==> config.mk <==
export PLATFORM = sky130hd
export DESIGN_NAME = rvag_beam
export DESIGN_NICKNAME = d
export VERILOG_FILES = /design/src/sv/rvag_pkg.sv /design/src/sv/rvag_beam.sv
export SDC_FILE = /design/constraint.sdc
export NUM_CORES = 1
export LEC_CHECK = 0
export ABC_CLOCK_PERIOD_IN_PS = 2300
export BUFFER_PORTS_ARGS = -buffer_cell sky130_fd_sc_hd__buf_2
export CORE_MARGIN = 10
export CORE_UTILIZATION = 31
export DETAILED_ROUTE_END_ITERATION = 7
export SYNTH_ARGS = -nofsm -noshare
export SYNTH_HDL_FRONTEND = slang
export SYNTH_SLANG_ARGS = --single-unit
==> constraint.sdc <==
create_clock -name clk -period 2.3 [get_ports clk]
set_input_delay 0.115 -clock clk [delete_from_list [all_inputs] [get_ports clk]]
set_output_delay 0.115 -clock clk [all_outputs]
set_load 0.03 [all_outputs]
==> src/sv/rvag_pkg.sv <==
package rvag_pkg;

  localparam int unsigned StoreDepth = 6912;
  localparam int unsigned StoreAddrWidth = 13;

  localparam logic [1:0] CMD_TICK       = 2'd0;
  localparam logic [1:0] CMD_MEM_WRITE  = 2'd1;
  localparam logic [1:0] CMD_PORT_WRITE = 2'd2;

  localparam logic [15:0] STORE_BASE = 16'h4000;
  localparam logic [7:0]  LAST_COLUMN = 8'd223;
  localparam logic [8:0]  LAST_LINE = 9'd311;
  localparam logic [8:0]  FIRST_SHOWN_LINE = 9'd16;
  localparam logic [8:0]  DISPLAY_TOP = 9'd64;
  localparam logic [7:0]  SYNC_START = 8'd152;
  localparam logic [7:0]  SYNC_END = 8'd200;
  localparam logic [7:0]  STORE_RESET_BYTE = 8'hFF;

  typedef struct packed {
    logic [1:0]  command;
    logic [15:0] address;
    logic [7:0]  data_value;
  } cmd_item_t;

  typedef struct packed {
    logic [3:0] pixel_left;
    logic [3:0] pixel_right;
    logic       frame_end;
  } pix_item_t;

  typedef struct packed {
    logic                      en;
    logic [StoreAddrWidth-1:0] addr;
    logic [7:0]                data;
  } mem_write_t;

  typedef struct packed {
    logic       display;
    logic [2:0] border;
    logic       flash;
    logic [1:0] phase;
    logic       frame_end;
  } tick_info_t;

endpackage

==> src/sv/rvag_beam.sv <==
module rvag_beam (
  input  logic                                clk,
  input  logic                                rst,
  input  logic                                accept,
  input  rvag_pkg::cmd_item_t                 cmd,
  output rvag_pkg::mem_write_t                wr,
  output logic                                take,
  output rvag_pkg::tick_info_t                info,
  output logic [rvag_pkg::StoreAddrWidth-1:0] bmp_addr,
  output logic [rvag_pkg::StoreAddrWidth-1:0] att_addr
);
  import rvag_pkg::*;

  logic [7:0] column;
  logic [8:0] line;
  logic [2:0] border;
  logic [4:0] frame_count;
  logic       flash;
  logic [7:0] column_next;
  logic [8:0] line_next;
  logic [4:0] frame_count_next;
  logic       tick;
  logic       visible;
  logic [8:0] row_full;
  logic [7:0] row;
  logic [4:0] char_col;
  logic       in_store;
  logic [15:0] offset;

  assign tick = accept && (cmd.command == CMD_TICK);
  assign visible = (line >= FIRST_SHOWN_LINE) && !((column >= SYNC_START) && (column < SYNC_END));
  assign take = tick && visible;

  assign row_full = line - DISPLAY_TOP;
  assign row = row_full[7:0];
  assign char_col = column[6:2];
  assign bmp_addr = {row[7:6], row[2:0], row[5:3], char_col};
  assign att_addr = {3'b110, row[7:3], char_col};

  assign info.display = !column[7] && !line[8] && (line[7:6] != 2'b00);
  assign info.border = border;
  assign info.flash = flash;
  assign info.phase = column[1:0];
  assign info.frame_end = (column == LAST_COLUMN) && (line == LAST_LINE);

  assign offset = cmd.address - STORE_BASE;
  assign in_store = (cmd.address >= STORE_BASE) && (offset < 16'(StoreDepth));
  assign wr.en = accept && (cmd.command == CMD_MEM_WRITE) && in_store;
  assign wr.addr = offset[StoreAddrWidth-1:0];
  assign wr.data = cmd.data_value;

  always_comb begin
    column_next = column + 1'b1;
    line_next = line;
    frame_count_next = frame_count;
    if (column >= LAST_COLUMN) begin
      column_next = '0;
      if (line >= LAST_LINE) begin
        line_next = '0;
        frame_count_next = frame_count + 1'b1;
      end else begin
        line_next = line + 1'b1;
      end
    end
  end

  always_ff @(posedge clk) begin
    if (rst) begin
      column <= '0;
      line <= '0;
      frame_count <= '0;
      flash <= 1'b1;
      border <= '0;
    end else begin
      if (tick) begin
        column <= column_next;
        line <= line_next;
        frame_count <= frame_count_next;
        if (frame_count_next != frame_count) begin
          flash <= frame_count_next[4];
        end
      end
      if (accept && (cmd.command == CMD_PORT_WRITE) && !cmd.address[0]) begin
        border <= cmd.data_value[2:0];
      end
    end
  end

endmodule

==> run_results.csv <==
group,metric,value,unit
power_and_ir_drop,p_switching,0.000323,W
routing,vias,1602,
min_path,hp-class,"primary input to flop",
setup_path,cp_num_buf_inv,0,
setup_path,worst_path_max_delay_cell,"o221ai_2",
logic_synthesis,synth_top_family_by_area,"simple AND/OR/NAND/NOR gates",
power_and_ir_drop,leakage,0.901,nW
clock_network,hold_buffers,0,
clock_network,cts.sinks,26,
logic_synthesis,yosys.area_share.simple,25.8,%
min_path,holdPathStages,3,
power_and_ir_drop,pwr-share-clk,35.8,%
layout,diodes,0,
logic_synthesis,yosysWarnings,0,
routing,drt-wirelength-per-cell,14.9,um
setup_path,rr_worst_depth,4,
run_status,status,"finished, final reports clean",
clock_network,cts_buffers,3,
logic_synthesis,synth_xor_area_share,3.20,%
sta,hold_viol,0,
logic_synthesis,syn_avg_cell_area,8.22,um^2
grt,grt.total_usage,9.63,%
sta,period_share,89.0,%
grt,antenna_found_initial,0,
routing,drt-total-wl,4.78,mm
routing,ant_nets,0,
die,die_area,0.00972,mm^2
logic_synthesis,synth_enable_flop_cells,0,
sta,slew_viol_final,0,
power_and_ir_drop,p_comb_share,19.8,%
power_and_ir_drop,cellPowerDensity,537,mW/mm^2
die,start_util,32.2,%
logic_synthesis,synthCells,233,
logic_synthesis,synthMuxAreaShare,4.44,%
routing,vias_per_cell,4.99,
layout,syn2layout_area_growth,5.62,%
setup_path,critPathMaxFanout,15,
placement,placedCellCount,317,
setup_path,rr_startpoint,"line[3]",
setup_path,crit_type,"flop to flop",
placement,place_area,0.00195,mm^2
setup_path,cp_slowest_stage_delay,0.54,ns
sta,rsz0062_at_grt,"false",
routing,dr.pass1.iters,4,
clock_network,clk_latency,0.28,ns
logic_synthesis,synthArstFlopShare,0,%
clock_network,cts_buffer_depth,2,
logic_synthesis,synth_area,0.00192,mm^2
min_path,min-delay-start,"cmd[0]",
logic_synthesis,synth_compound_area_share,11.2,%
die,rows,28,
setup_path,crit_required,2.48,ns
flow_run,max-cap-violations,0,
grt,grt_start_max_net_pins,31,
power_and_ir_drop,seqPwrFrac,44.5,%
routing,drtIter0Drc,87,
clock_network,cts_root_buf,"clkbuf_8",
setup_path,crit_chain,"or3_4 -> o221ai_2 -> a21oi_1 -> mux2_2",
die,ios,86,
sta,max_freq,0.489,GHz
setup_path,reg2reg_slack,0.25,ns
layout,final_area,0.00202,mm^2
sta,timing.hold.ws,0.0877,ns
logic_synthesis,ys.flop_type,"dfxtp_1",
setup_path,arrival,2.22,ns
clock_network,clkTransAtPathRegs,0.10,ns
placement,port-buffer-count,58,
power_and_ir_drop,peakVddDrop,0.208,mV
die,coreArea,0.00596,mm^2
logic_synthesis,ys_seq_elements,26,
layout,n_fill_cell,651,
sta,slew_headroom,45.1,%
grt,grt_pass1_wl,8.11,mm
layout,mostFrequentLayoutCell,"buf_2",
setup_path,endpoint_kind,"flop",
logic_synthesis,synthAdderAreaFrac,4.57,%
sta,worstMarginPinSlew,0.813,ns
min_path,min_to,"border[0]",
setup_path,critPathLaunchType,"flop",
placement,place_congestion,0.827,
die,fp.dieW,98.6,um
layout,drive_above_1_share,32.9,%
clock_network,cts_resized,0,
grt,overflow,0,
layout,layout.nets,283,
setup_path,r2r-end,"frame_count[0]",
routing,drc,0,
logic_synthesis,ys_seq_area_share,27.2,%
logic_synthesis,ys_types,50,
layout,layout.cells.non_filler,321,
placement,dp_hpwl,3.71,mm
clock_network,post_cts_buffers,0,
sta,skew,0.00592,ns
power_and_ir_drop,switching_share,29.8,%
setup_path,crit_family,"compound AO/OA/AOI/OAI gates",
sta,setup_tns,0,ns
grt,grt_pass1_vias,1592,
power_and_ir_drop,p_int,0.000762,W
layout,final_cell_mix,"buf_2 (58), dfxtp_1 (26), nand4_1 (15)",
sta,setup-violations-final,0,
clock_network,cts_tree,"yes",
die,die_h,98.6,um
clock_network,cts.htree.levels,1,
sta,fin_crit,2.05,ns
stage by stage:
stage | total power, W | setup WS (ns) | utilization (%)
2_1_floorplan | 0.000716 | 0.0927 | -
3_3_place_gp | 0.000708 | 0.340 | 32.8
3_5_place_dp | 0.000708 | 0.283 | 32.8
4_1_cts | 0.00110 | 0.280 | 34.0
5_1_grt | 0.00113 | 0.0618 | 34.0
6_report | 0.00109 | 0.253 | 34.0
worst min-delay path, cell delays in order:
cell and delay (ns):
buf_2 0.08, mux2i_1 0.06, nor2_1 0.07
worst max-delay path by stage:
stage,start,slack (ns),cells past startpoint,endpoint
floorplan,line[6],0.09,4,info[0]
global placement,line[3],0.34,4,frame_count[0]
detailed placement,line[3],0.28,4,frame_count[0]
CTS,line[3],0.28,4,frame_count[0]
global route,line[1],0.06,5,info[0]
finish,line[3],0.25,4,frame_count[0]
sequential cells by signal (all words and copies together) (netlist names):
register and flops:
flash 1, frame_count 5, line 9, column 8, border 3
synth_stat cells, types with 2 or more instances:
cell / number / area, um^2
conb_1: 2 / 7.51
or3_1: 2 / 12.5
xnor2_1: 5 / 43.8
clkbuf_1: 4 / 15.0
inv_1: 13 / 48.8
nand3_1: 5 / 25.0
ha_1: 7 / 87.6
nor2b_1: 3 / 18.8
xor2_1: 2 / 17.5
buf_2: 2 / 10.0
nor4_1: 4 / 25.0
nand2_1: 14 / 52.6
nor3_1: 13 / 65.1
nor2_1: 13 / 48.8
mux2i_1: 4 / 40.0
nand4_1: 15 / 93.8
a31oi_1: 8 / 50.1
a21oi_1: 5 / 25.0
dfxtp_1: 26 / 521
mux2_2: 4 / 45.0
and3_1: 3 / 18.8
a211oi_1: 3 / 22.5
buf_4: 49 / 368
power by group through the flow:
stage	Combinational [W]	Sequential (W)	Clock, W
3_3_place_gp	0.000216	0.000491	0
3_5_place_dp	0.000216	0.000493	0
5_1_grt	0.000231	0.000486	0.000410
2_1_floorplan	0.000224	0.000491	0
4_1_cts	0.000216	0.000482	0.000398
6_report	0.000215	0.000483	0.000389
cell type report:
| type | count | area, um^2 | share of cell area (%) |
|---|---|---|---|
| repair buffers | 64 | 335 | 16.6 |
| inverters | 13 | 48.8 | 2.41 |
| well taps | 75 | 93.8 | 4.64 |
| flip-flops and latches | 26 | 520 | 25.7 |
| clock inverters | 1 | 30.0 | 1.48 |
| multi-input cells | 139 | 953 | 47.1 |
| clock buffers | 3 | 41.3 | 2.04 |
logic make-up after synthesis:
group                      count (synthesis)
xor gates and xnor gates                   7
other                                      2
AOI/OAI and AO/OA                         28
adders and majority gates                  7
buffers and inverters                     69
muxes                                      8
DFF                                       26
and+or+nand+nor                           86
routing by layer:
metal	wire [um]	GRT usage, %	vias to the layer above	share of wire, %
met1	2060	11.6	719	43
met5	0	0	-	0
met2	2010	14.6	74	42
li1	-	-	801	-
met4	42	2.65	0	0.88
met3	663	4.96	8	14
No activity file was read; power rests on OpenSTA's default activity.
