**config.mk**
```make
export PLATFORM = sky130hd
export DESIGN_NAME = rvag_pixel
export DESIGN_NICKNAME = d
export VERILOG_FILES = /design/src/sv/rvag_pkg.sv /design/src/sv/rvag_pixel.sv
export SDC_FILE = /design/constraint.sdc
export NUM_CORES = 1
export LEC_CHECK = 0
export ABC_AREA = 1
export BUFFER_PORTS_ARGS = -buffer_cell sky130_fd_sc_hd__buf_2
export CAP_MARGIN = 20
export CORE_MARGIN = 2
export CORE_UTILIZATION = 45
export DETAILED_ROUTE_END_ITERATION = 7
export PLACE_DENSITY = 0.75
export SKIP_LAST_GASP = 1
export SYNTH_ARGS = -nofsm -noshare
export SYNTH_HDL_FRONTEND = slang
export SYNTH_SLANG_ARGS = --single-unit
```
**constraint.sdc**
```tcl
create_clock -name clk -period 1.6 [get_ports clk]
set_clock_uncertainty 0.05 [all_clocks]
set_input_delay 0.16 -clock clk [delete_from_list [all_inputs] [get_ports clk]]
set_output_delay 0.16 -clock clk [all_outputs]
set_load 0.01 [all_outputs]
```
**src/sv/rvag_pkg.sv**
```systemverilog
package rvag_pkg;

  localparam int unsigned StoreDepth = 6912;
  localparam int unsigned StoreAddrWidth = 13;

  localparam logic [1:0] CMD_TICK       = 2'd0;
  localparam logic [1:0] CMD_MEM_WRITE  = 2'd1;
  localparam logic [1:0] CMD_PORT_WRITE = 2'd2;

  localparam logic [15:0] STORE_BASE = 16'h4000;
  localparam logic [7:0]  LAST_COLUMN = 8'd223;
  localparam logic [8:0]  LAST_LINE = 9'd311;
  localparam logic [8:0]  FIRST_SHOWN_LINE = 9'd16;
  localparam logic [8:0]  DISPLAY_TOP = 9'd64;
  localparam logic [7:0]  SYNC_START = 8'd152;
  localparam logic [7:0]  SYNC_END = 8'd200;
  localparam logic [7:0]  STORE_RESET_BYTE = 8'hFF;

  typedef struct packed {
    logic [1:0]  command;
    logic [15:0] address;
    logic [7:0]  data_value;
  } cmd_item_t;

  typedef struct packed {
    logic [3:0] pixel_left;
    logic [3:0] pixel_right;
    logic       frame_end;
  } pix_item_t;

  typedef struct packed {
    logic                      en;
    logic [StoreAddrWidth-1:0] addr;
    logic [7:0]                data;
  } mem_write_t;

  typedef struct packed {
    logic       display;
    logic [2:0] border;
    logic       flash;
    logic [1:0] phase;
    logic       frame_end;
  } tick_info_t;

endpackage

```
**src/sv/rvag_pixel.sv**
```systemverilog
module rvag_pixel (
  input  logic                 clk,
  input  logic                 rst,
  input  logic                 take,
  input  rvag_pkg::tick_info_t info,
  input  logic [7:0]           bmp_data,
  input  logic [7:0]           att_data,
  output logic                 free,
  output logic                 pix_valid,
  input  logic                 pix_ready,
  output rvag_pkg::pix_item_t  pix
);
  import rvag_pkg::*;

  logic       stage_valid;
  tick_info_t stage_info;
  logic       out_load;
  logic [3:0] ink;
  logic [3:0] paper;
  logic [3:0] fore;
  logic [3:0] back;
  pix_item_t  pix_next;

  assign out_load = !pix_valid || pix_ready;
  assign free = !stage_valid || out_load;

  always_comb begin
    ink = {att_data[6], att_data[2:0]};
    paper = {att_data[6], att_data[5:3]};
    if (att_data[7] && stage_info.flash) begin
      fore = paper;
      back = ink;
    end else begin
      fore = ink;
      back = paper;
    end
    pix_next.frame_end = stage_info.frame_end;
    if (stage_info.display) begin
      pix_next.pixel_left = bmp_data[{~stage_info.phase, 1'b1}] ? fore : back;
      pix_next.pixel_right = bmp_data[{~stage_info.phase, 1'b0}] ? fore : back;
    end else begin
      pix_next.pixel_left = {1'b0, stage_info.border};
      pix_next.pixel_right = {1'b0, stage_info.border};
    end
  end

  always_ff @(posedge clk) begin
    if (rst) begin
      stage_valid <= 1'b0;
      pix_valid <= 1'b0;
    end else begin
      if (take) begin
        stage_valid <= 1'b1;
      end else if (out_load) begin
        stage_valid <= 1'b0;
      end
      if (out_load) begin
        pix_valid <= stage_valid;
      end
    end
  end

  always_ff @(posedge clk) begin
    if (take) begin
      stage_info <= info;
    end
    if (out_load) begin
      pix <= pix_next;
    end
  end

endmodule

```
==> impl_metrics.tcl, run 1 <==
set metrics [dict create \
    status "finished, final reports clean" \
    muxShareOfSynthArea 0 \
    synth_fp_nets 124 \
    hpwl_mm 1.219 \
    cts_setup_buffers 0 \
    viasPerCell 4.488 \
    htree_levels 1 \
    worstPathCellList "nand2_2 -> nand2_1 -> nand2_1 -> nand3_1 -> nand3_1 -> nand2_1" \
    place.gp.congestion 0.6920 \
    finalMaxSlewViolations 0 \
    power_frac_comb 0.196 \
    layout-drive-gt1-share 0.3448 \
    avgSynthCellArea_sq_um 9.136 \
    max_freq_mhz 775.5 \
    synth_top_family_by_area "simple AND/OR/NAND/NOR gates" \
    clockRootBuffer "clkbuf_4" \
    cts_tree "yes" \
    min_path_type "input pin to flip-flop" \
    start_kind "flip-flop" \
    synth_cell_types 12 \
    report.power.total_w 0.001075 \
    via_count 763 \
    met1_usage 0.2057 \
    ys.warnings.count 0 \
    p_seq_frac 0.547 \
    critPathMaxStageDelay_ns 0.45 \
    clkPwrFrac 0.257 \
    cts.sinks 18 \
    powerDensity_nw_per_um2 888.1 \
    drc 0 \
    cp.arrival_ns 1.29 \
    clkLatencyLatePin_ns 0.29 \
    dr.pass1.iters 4 \
    hold_ws_ns 0.07515 \
    crit_buf_inv 0 \
    yosys_register_bits 18 \
    setup_viol 0 \
    syn_inst 96 \
    synth_compound_area_frac 0.02282 \
    place_ws_ns 0.3229 \
    gr-usage-all-layers 0.1626 \
    drv_cap 0 \
    syn_to_final_growth_pct 37.95 \
    timing.final.crit_share 0.8060 \
    grt_overflow 0 \
    detail_route.wl_per_cell_microns 9.218 \
    vdd_ir_drop_max_v 0.0006169 \
    path_clk_slew_ns 0.10 \
    grt_pass1_vias 678 \
    required_ns 1.60 \
    slew_headroom 0.8081 \
    layout_min_cycle_time_ns 1.290 \
    tightest_slew_ns 0.2875 \
    initial_utilization 0.4919 \
    cts-buffers-inserted 3 \
    tns_ns 0 \
    use_met3 0.04444 \
    dpl_cell_area_sq_um 1084 \
    synth-simple-area-share 0.3110 \
    p_sw_w 0.0002700 \
    synth-xor-area-share 0 \
    globalRouteMet2Util 0.2711 \
    num_antenna_cells 0 \
    post-route-worst-setup-slack_ns 0.3105 \
    grt_busiest_layer "met2" \
    syn_area_sq_um 877.1 \
    hold_violations 0 \
    yosysSeqAreaShare 0.5934 \
    ant_nets 0 \
    rows 15 \
    cellLeakagePower_nw 0.6140 \
    critical_path_class "flip-flop to flip-flop" \
    crit_family "simple AND/OR/NAND/NOR gates" \
    grt_max_degree 11 \
    nNetsFinal 174 \
    crit_top_cell "nand2_1" \
    post-route-cell-area_sq_um 1210 \
    grt_pass1_wl_mm 2.601 \
    p_int_w 0.0008045 \
    die_area_sq_um 2318 \
    drt-initial-drc-count 4 \
    wl_mm 1.567 \
    coreArea_sq_um 1783 \
    worst-path-max-fanout 9 \
    grt_antenna_before_repair 0 \
    synth_adder_area_share 0 \
    io_pins 39 \
    slowest_stage "edfxtp_1" \
    numPortBuffers 38 \
    die_w_microns 48.15 \
    clockBufferDepth 2 \
    netSwitchingFraction 0.2513 \
    rsz0062_at_grt "false" \
    die_h_microns 48.15 \
    endpoint_kind "flip-flop" \
]
-- path summary, 6_finish.rpt --
| check | startpoint | end | slack [ns] | depth (start not counted) |
|---|---|---|---|---|
| max | stage_info[3] | pix[3] | 0.31 | 6 |
| min | att_data[6] | pix[4] | 0.08 | 3 |
| max reg2reg | stage_info[3] | pix[3] | 0.31 | 6 |
| min reg2reg | pix_next[0] | pix[0] | 0.40 | 0 |
-- worst min-delay path, delay by kind of cell --
family	cells	cell delay (ns)
AND/OR/NAND/NOR	1	0.04
buffers and inverters	2	0.11
-- final cells by class --
type                    count  area (sq um)
repair buffers             47         280.3
fillers                   140         573.1
inverters                  13         48.80
multi-input cells          63         292.8
clock buffers               4         36.28
flip-flops and latches     18         520.5
well taps                  25         31.28
-- cells by family after synthesis --
| logic type | Yosys count |
|---|---|
| and+or+nand+nor | 59 |
| AOI/OAI and AO/OA | 4 |
| buffers and inverters | 15 |
| DFF | 18 |
-- cells in the final DEF, fill, tap and decap left out --
| cell | n |
|---|---|
| a21oi_1 | 1 |
| nand3_2 | 4 |
| nor2_1 | 3 |
| dlygate4sd3_1 | 9 |
| inv_2 | 1 |
| nand3_1 | 15 |
| nand2_1 | 34 |
| edfxtp_1 | 16 |
| clkbuf_8 | 1 |
| o21ai_1 | 3 |
| inv_1 | 12 |
| buf_2 | 38 |
| dfxtp_1 | 2 |
| nand2_2 | 3 |
| clkbuf_4 | 3 |
-- power by group through the flow --
| stage | combinational [W] | clock, W | sequential (W) |
|---|---|---|---|
| final | 0.000211 | 0.000276 | 0.000588 |
| after global routing | 0.000245 | 0.000309 | 0.000596 |
| after CTS | 0.000213 | 0.000283 | 0.000588 |
| after detailed placement | 0.000196 | 0 | 0.000599 |
| after global placement | 0.000193 | 0 | 0.000598 |
| after floorplan | 0.000104 | 0 | 0.000612 |
-- flip-flops by register name (all words and copies together) (netlist names) --
name	count
stage_valid	1
pix_valid	1
pix_next	1
stage_info	7
pix	8
-- metal layers --
| metal | up-vias | routed length (microns) |
|---|---|---|
| met5 | - | 0 |
| met4 | 0 | 12 |
| met3 | 2 | 76 |
| met2 | 28 | 807 |
| met1 | 321 | 672 |
| li1 | 412 | - |
-- synthesized netlist by cell type --
cell	count	area (sq um)
nor2_1	3	11.26
inv_2	1	3.750
nand2_1	34	127.6
a21oi_1	1	5.000
o21ai_1	3	15.01
nand3_1	15	75.07
dfxtp_1	2	40.04
buf_4	2	15.01
nand3_2	4	40.04
nand2_2	3	18.77
edfxtp_1	16	480.5
inv_1	12	45.04
-- what timing repair did --
item                      CTS  global route
hold endpoints to repair   10             0
gates resized for setup     0             0
hold buffers                9             0
-- through the flow --
stage	instances	utilization
global route	170	0.6786
global placement	157	0.6077
detailed placement	157	0.6077
floorplan	96	-
CTS	170	0.6786
finish	170	0.6786
Power figures use the tool's default switching activity.
==> run 2, diff against run 1 <==
Settings changed: CORE_UTILIZATION 45 to 41, PLACE_DENSITY 0.75 to 0.72.
Clock period 1.6 ns to 1.1 ns, I/O delays scaled along.
==> impl_metrics.tcl, run 2 (synthesis gave the netlist of run 1 again) <==
set metrics [dict create \
    dpl_cell_area_sq_um 1101 \
    crit_buf_inv 1 \
    tightest_slew_ns 0.2927 \
    fillers 148 \
    gr-usage-all-layers 0.1493 \
    rsz0062_at_grt "true" \
    critical_path_class "flip-flop to flip-flop" \
    cp.arrival_ns 1.30 \
    hold_violations 0 \
    numPortBuffers 38 \
    layout-drive-gt1-share 0.4333 \
    die_h_microns 50.25 \
    grt_pass1_vias 768 \
    endpoint_kind "flip-flop" \
    viasPerCell 4.593 \
    syn_to_final_growth_pct 49.36 \
    timing.final.crit_share 1.179 \
    cts-buffers-inserted 3 \
    io_pins 39 \
    critPathMaxStageDelay_ns 0.47 \
    slowest_stage "edfxtp_1" \
    layout_min_cycle_time_ns 1.297 \
    required_ns 1.11 \
    dr.pass1.iters 4 \
    area.sequential_sq_um 521.8 \
    min_path_type "input pin to flip-flop" \
    place.gp.congestion 0.7341 \
    initial_utilization 0.4426 \
    grt_max_degree 11 \
    final_util 0.6610 \
    violations "setup timing" \
    slew_headroom 0.8049 \
    detail_route.wl_per_cell_microns 10.26 \
    drc 0 \
    hpwl_mm 1.311 \
    top_register "pix" \
    drv_cap 0 \
    cellLeakagePower_nw 0.6530 \
    num_antenna_cells 0 \
    final_cell_mix "37 x buf_2, 29 x nand2_1, 16 x edfxtp_1, 14 x nand3_1, 10 x inv_1" \
    clkLatencyLatePin_ns 0.29 \
    drt-initial-drc-count 23 \
    max_freq_mhz 771.2 \
    holdPathStages 3 \
    cts_tree "yes" \
    tns_ns -1.058 \
    start_kind "flip-flop" \
    htree_levels 1 \
    grt_overflow 0 \
    r2r.worst_path.cells 6 \
    cts.sinks 18 \
    die_area_sq_um 2525 \
    multi_input_area_sq_um 337.8 \
    rows 16 \
    die_w_microns 50.25 \
    via_count 813 \
    post-route-worst-setup-slack_ns -0.1967 \
    status "finished with violations" \
    grt_pass1_wl_mm 2.911 \
    largest_register_ffs 8 \
    worstPathCellList "inv_2 -> nand2_2 -> nand3_4 -> nand3_1 -> nand3_1 -> nand2_1" \
    largestRegisters "pix: 8 flops, stage_info: 7 flops" \
    ant_nets 0 \
    finalMaxSlewViolations 0 \
    place_ws_ns -0.1752 \
    coreArea_sq_um 1982 \
    path_clk_slew_ns 0.10 \
    crit_top_cell "nand3_1" \
    report.power.total_w 0.001610 \
    worst-path-max-fanout 5 \
    clockBufferDepth 2 \
    nNetsFinal 179 \
    clockRootBuffer "clkbuf_4" \
    wl_mm 1.816 \
    vdd_ir_drop_max_v 0.0008690 \
    setup_viol 7 \
    layout_commonest_cell "buf_2" \
    grt_antenna_before_repair 0 \
    post-route-cell-area_sq_um 1310 \
    crit_family "flip-flops" \
    cp.depth 6 \
    powerDensity_nw_per_um2 1229 \
]
run 2: what timing repair did:
item / 4_1_cts / 5_1_grt
pin swaps: 6 / 4
resized for setup: 6 / 10
hold endpoints to repair: 10 / 0
setup buffers: 1 / 2
setup endpoints to repair: 7 / 15
hold buffers: 9 / 0
run 2: worst paths after layout:
check,from,end,slack (ns)
min,att_data[6],pix[4],0.03
max reg2reg,stage_info[1],pix[5],-0.20
max,stage_info[1],pix[5],-0.20
min reg2reg,pix_next[0],pix[0],0.39
run 2: worst register-to-register path, cell delays in order, from the launching register on:
cell and delay, ns:
edfxtp_1 0.47, inv_2 0.13, nand2_2 0.07, nand3_4 0.10, nand3_1 0.10, nand3_1 0.09, nand2_1 0.05
run 2: layout make-up:
type | count | share of cell area
timing repair buffer | 52 | 0.2502
inverter | 13 | 0.04011
sequential | 18 | 0.3983
multi-input combinational | 63 | 0.2579
clock buffer | 4 | 0.02770
tap | 27 | 0.02579
run 2: routing by layer:
metal  up-vias  track usage  share of wire
met3         6      0.02083          0.071
met1       349       0.1586           0.41
met4         0      0.08796          0.023
met2        34       0.2763           0.50
met5         -            0              0
li1        424            -              -
run 2: through the flow:
step | std cells | hold WS, ns
detailed placement | 161 | 0.2378
finish | 177 | 0.02923
global placement | 161 | 0.2324
floorplan | 96 | 0.1291
CTS | 175 | 0.02059
global route | 177 | 0.02098
run 2: where the power goes:
group          internal, W  switching, W  leakage [nW]
combinational     0.000164      0.000191         0.452
clock             0.000201      0.000199        0.0210
sequential        0.000826     0.0000290         0.180
total              0.00119      0.000419         0.653
==> run 3, diff against run 2 <==
--- a/constraint.sdc
+++ b/constraint.sdc
@@ -4,2 +4,2 @@
 set_output_delay 0.11 -clock clk [all_outputs]
-set_load 0.01 [all_outputs]
+set_load 0.005 [all_outputs]
==> impl_metrics.tcl, run 3 (synthesis gave the netlist of run 1 again) <==
set metrics [dict create \
    tightest_slew_ns 0.2834 \
    worst-path-max-fanout 5 \
    viasPerCell 4.680 \
    layout_min_cycle_time_ns 1.331 \
    grt_antenna_before_repair 0 \
    dr.pass1.iters 4 \
    final_cell_mix "38 x buf_2, 29 x nand2_1, 16 x edfxtp_1, 13 x nand3_1, 11 x inv_1" \
    layout_commonest_cell "buf_2" \
    clockBufferDepth 2 \
    die_h_microns 50.25 \
    holdPathStages 3 \
    cellLeakagePower_nw 0.6381 \
    die_w_microns 50.25 \
    num_antenna_cells 0 \
    cp.arrival_ns 1.33 \
    hold_violations 0 \
    via_count 819 \
    finalMaxSlewViolations 0 \
    fillers 159 \
    clockRootBuffer "clkbuf_4" \
    cts-buffers-inserted 3 \
    rows 16 \
    powerDensity_nw_per_um2 1238 \
    timing.final.crit_share 1.210 \
    top_register "pix" \
    path_clk_slew_ns 0.11 \
    wl_mm 1.823 \
    grt_busiest_layer "met2" \
    critical_path_class "flip-flop to flip-flop" \
    grt_pass1_wl_mm 2.801 \
    layout-drive-gt1-share 0.4257 \
    io_pins 39 \
    start_kind "flip-flop" \
    cts_tree "yes" \
    max_freq_mhz 751.4 \
    syn_to_final_growth_pct 46.65 \
    min_path_type "input pin to flip-flop" \
    hpwl_mm 1.296 \
    nNetsFinal 177 \
    grt_overflow 0 \
    status "finished with violations" \
    rsz0062_at_grt "true" \
    numPortBuffers 38 \
    violations "setup timing" \
    endpoint_kind "flip-flop" \
    htree_levels 1 \
    drc 0 \
    globalRouteMet2Util 0.2807 \
    ant_nets 0 \
    vdd_ir_drop_max_v 0.0007876 \
    clkLatencyLatePin_ns 0.29 \
    place.gp.congestion 0.7331 \
    detail_route.wl_per_cell_microns 10.42 \
    final_util 0.6490 \
    coreArea_sq_um 1982 \
    setup_viol 7 \
    drt-initial-drc-count 18 \
    use_met3 0.02679 \
    gr-usage-all-layers 0.1482 \
    r2r.worst_path.cells 7 \
    area.sequential_sq_um 521.8 \
    met1_usage 0.1534 \
    slew_headroom 0.8111 \
    report.power.total_w 0.001593 \
    cts.sinks 18 \
    largest_register_ffs 8 \
    largestRegisters "pix: 8 flops, stage_info: 7 flops" \
    drv_cap 0 \
    initial_utilization 0.4426 \
    multi_input_area_sq_um 342.8 \
    die_area_sq_um 2525 \
    r2r_slack_ns -0.23 \
    post-route-worst-setup-slack_ns -0.2309 \
    required_ns 1.10 \
    grt_max_degree 11 \
    grt_pass1_vias 717 \
]
==> run 3: cell count changes in the layout (fill, tap and decap cells not counted), sizes merged <==
cell	delta
inv	+1
buf	-2
clkinvlp	-1
==> run 3: worst paths after layout <==
| kind | start | endpoint |
|---|---|---|
| worst min register to register | pix_next[0] | pix[0] |
| worst max register to register | stage_info[1] | pix[3] |
| worst min-delay path | att_data[6] | pix[4] |
| worst max-delay path | stage_info[1] | pix[3] |
==> run 3: routing by layer <==
| layer | vias to the layer above | part of all wire |
|---|---|---|
| met4 | 0 | 0.011 |
| met2 | 28 | 0.52 |
| met3 | 4 | 0.050 |
| li1 | 420 | - |
| met5 | - | 0 |
| met1 | 367 | 0.42 |
==> run 3: power breakdown <==
part | switching, W | leakage, nW | total [W] | internal (W)
Combinational | 0.000175 | 0.437 | 0.000335 | 0.000160
Sequential | 0.0000284 | 0.180 | 0.000854 | 0.000826
Clock | 0.000202 | 0.0210 | 0.000403 | 0.000202
Total | 0.000405 | 0.638 | 0.00159 | 0.00119
==> run 3: layout make-up <==
class | count | area share
Inverter | 13 | 0.03794
Timing Repair Buffer | 50 | 0.2354
Tap cell | 27 | 0.02626
Sequential cell | 18 | 0.4056
Clock buffer | 4 | 0.02821
Multi-Input combinational cell | 63 | 0.2665
==> run 3: through the flow <==
step | instance area (sq um) | TNS [ns] | cells | worst slack (ns) | hold slack [ns]
floorplan | 877.1 | -0.4067 | 96 | -0.07253 | 0.1291
global placement | 1109 | -0.7902 | 162 | -0.1582 | 0.2320
detailed placement | 1109 | -0.9162 | 162 | -0.1776 | 0.2383
CTS | 1259 | -1.207 | 174 | -0.2131 | 0.01742
global route | 1286 | -1.864 | 175 | -0.3092 | 0.02076
finish | 1286 | -1.326 | 175 | -0.2309 | 0.02573
==> run 3: worst max-delay path, stage by stage (launching register included) <==
cell and delay [ns]:
edfxtp_1 0.47, inv_2 0.09, nand2_1 0.08, nand3_2 0.10
nand2_2 0.12, nand2_1 0.05, nand3_1 0.06, nand2_1 0.07
==> run 3: what timing repair did <==
item / 4_1_cts / 5_1_grt
hold buffers: 9 / 0
pin swaps: 7 / 5
endpoints found under the setup margin: 7 / 7
buffers inserted: 0 / 1
resized for setup: 9 / 5
endpoints found under the hold margin: 10 / 0
cloned: 0 / 0
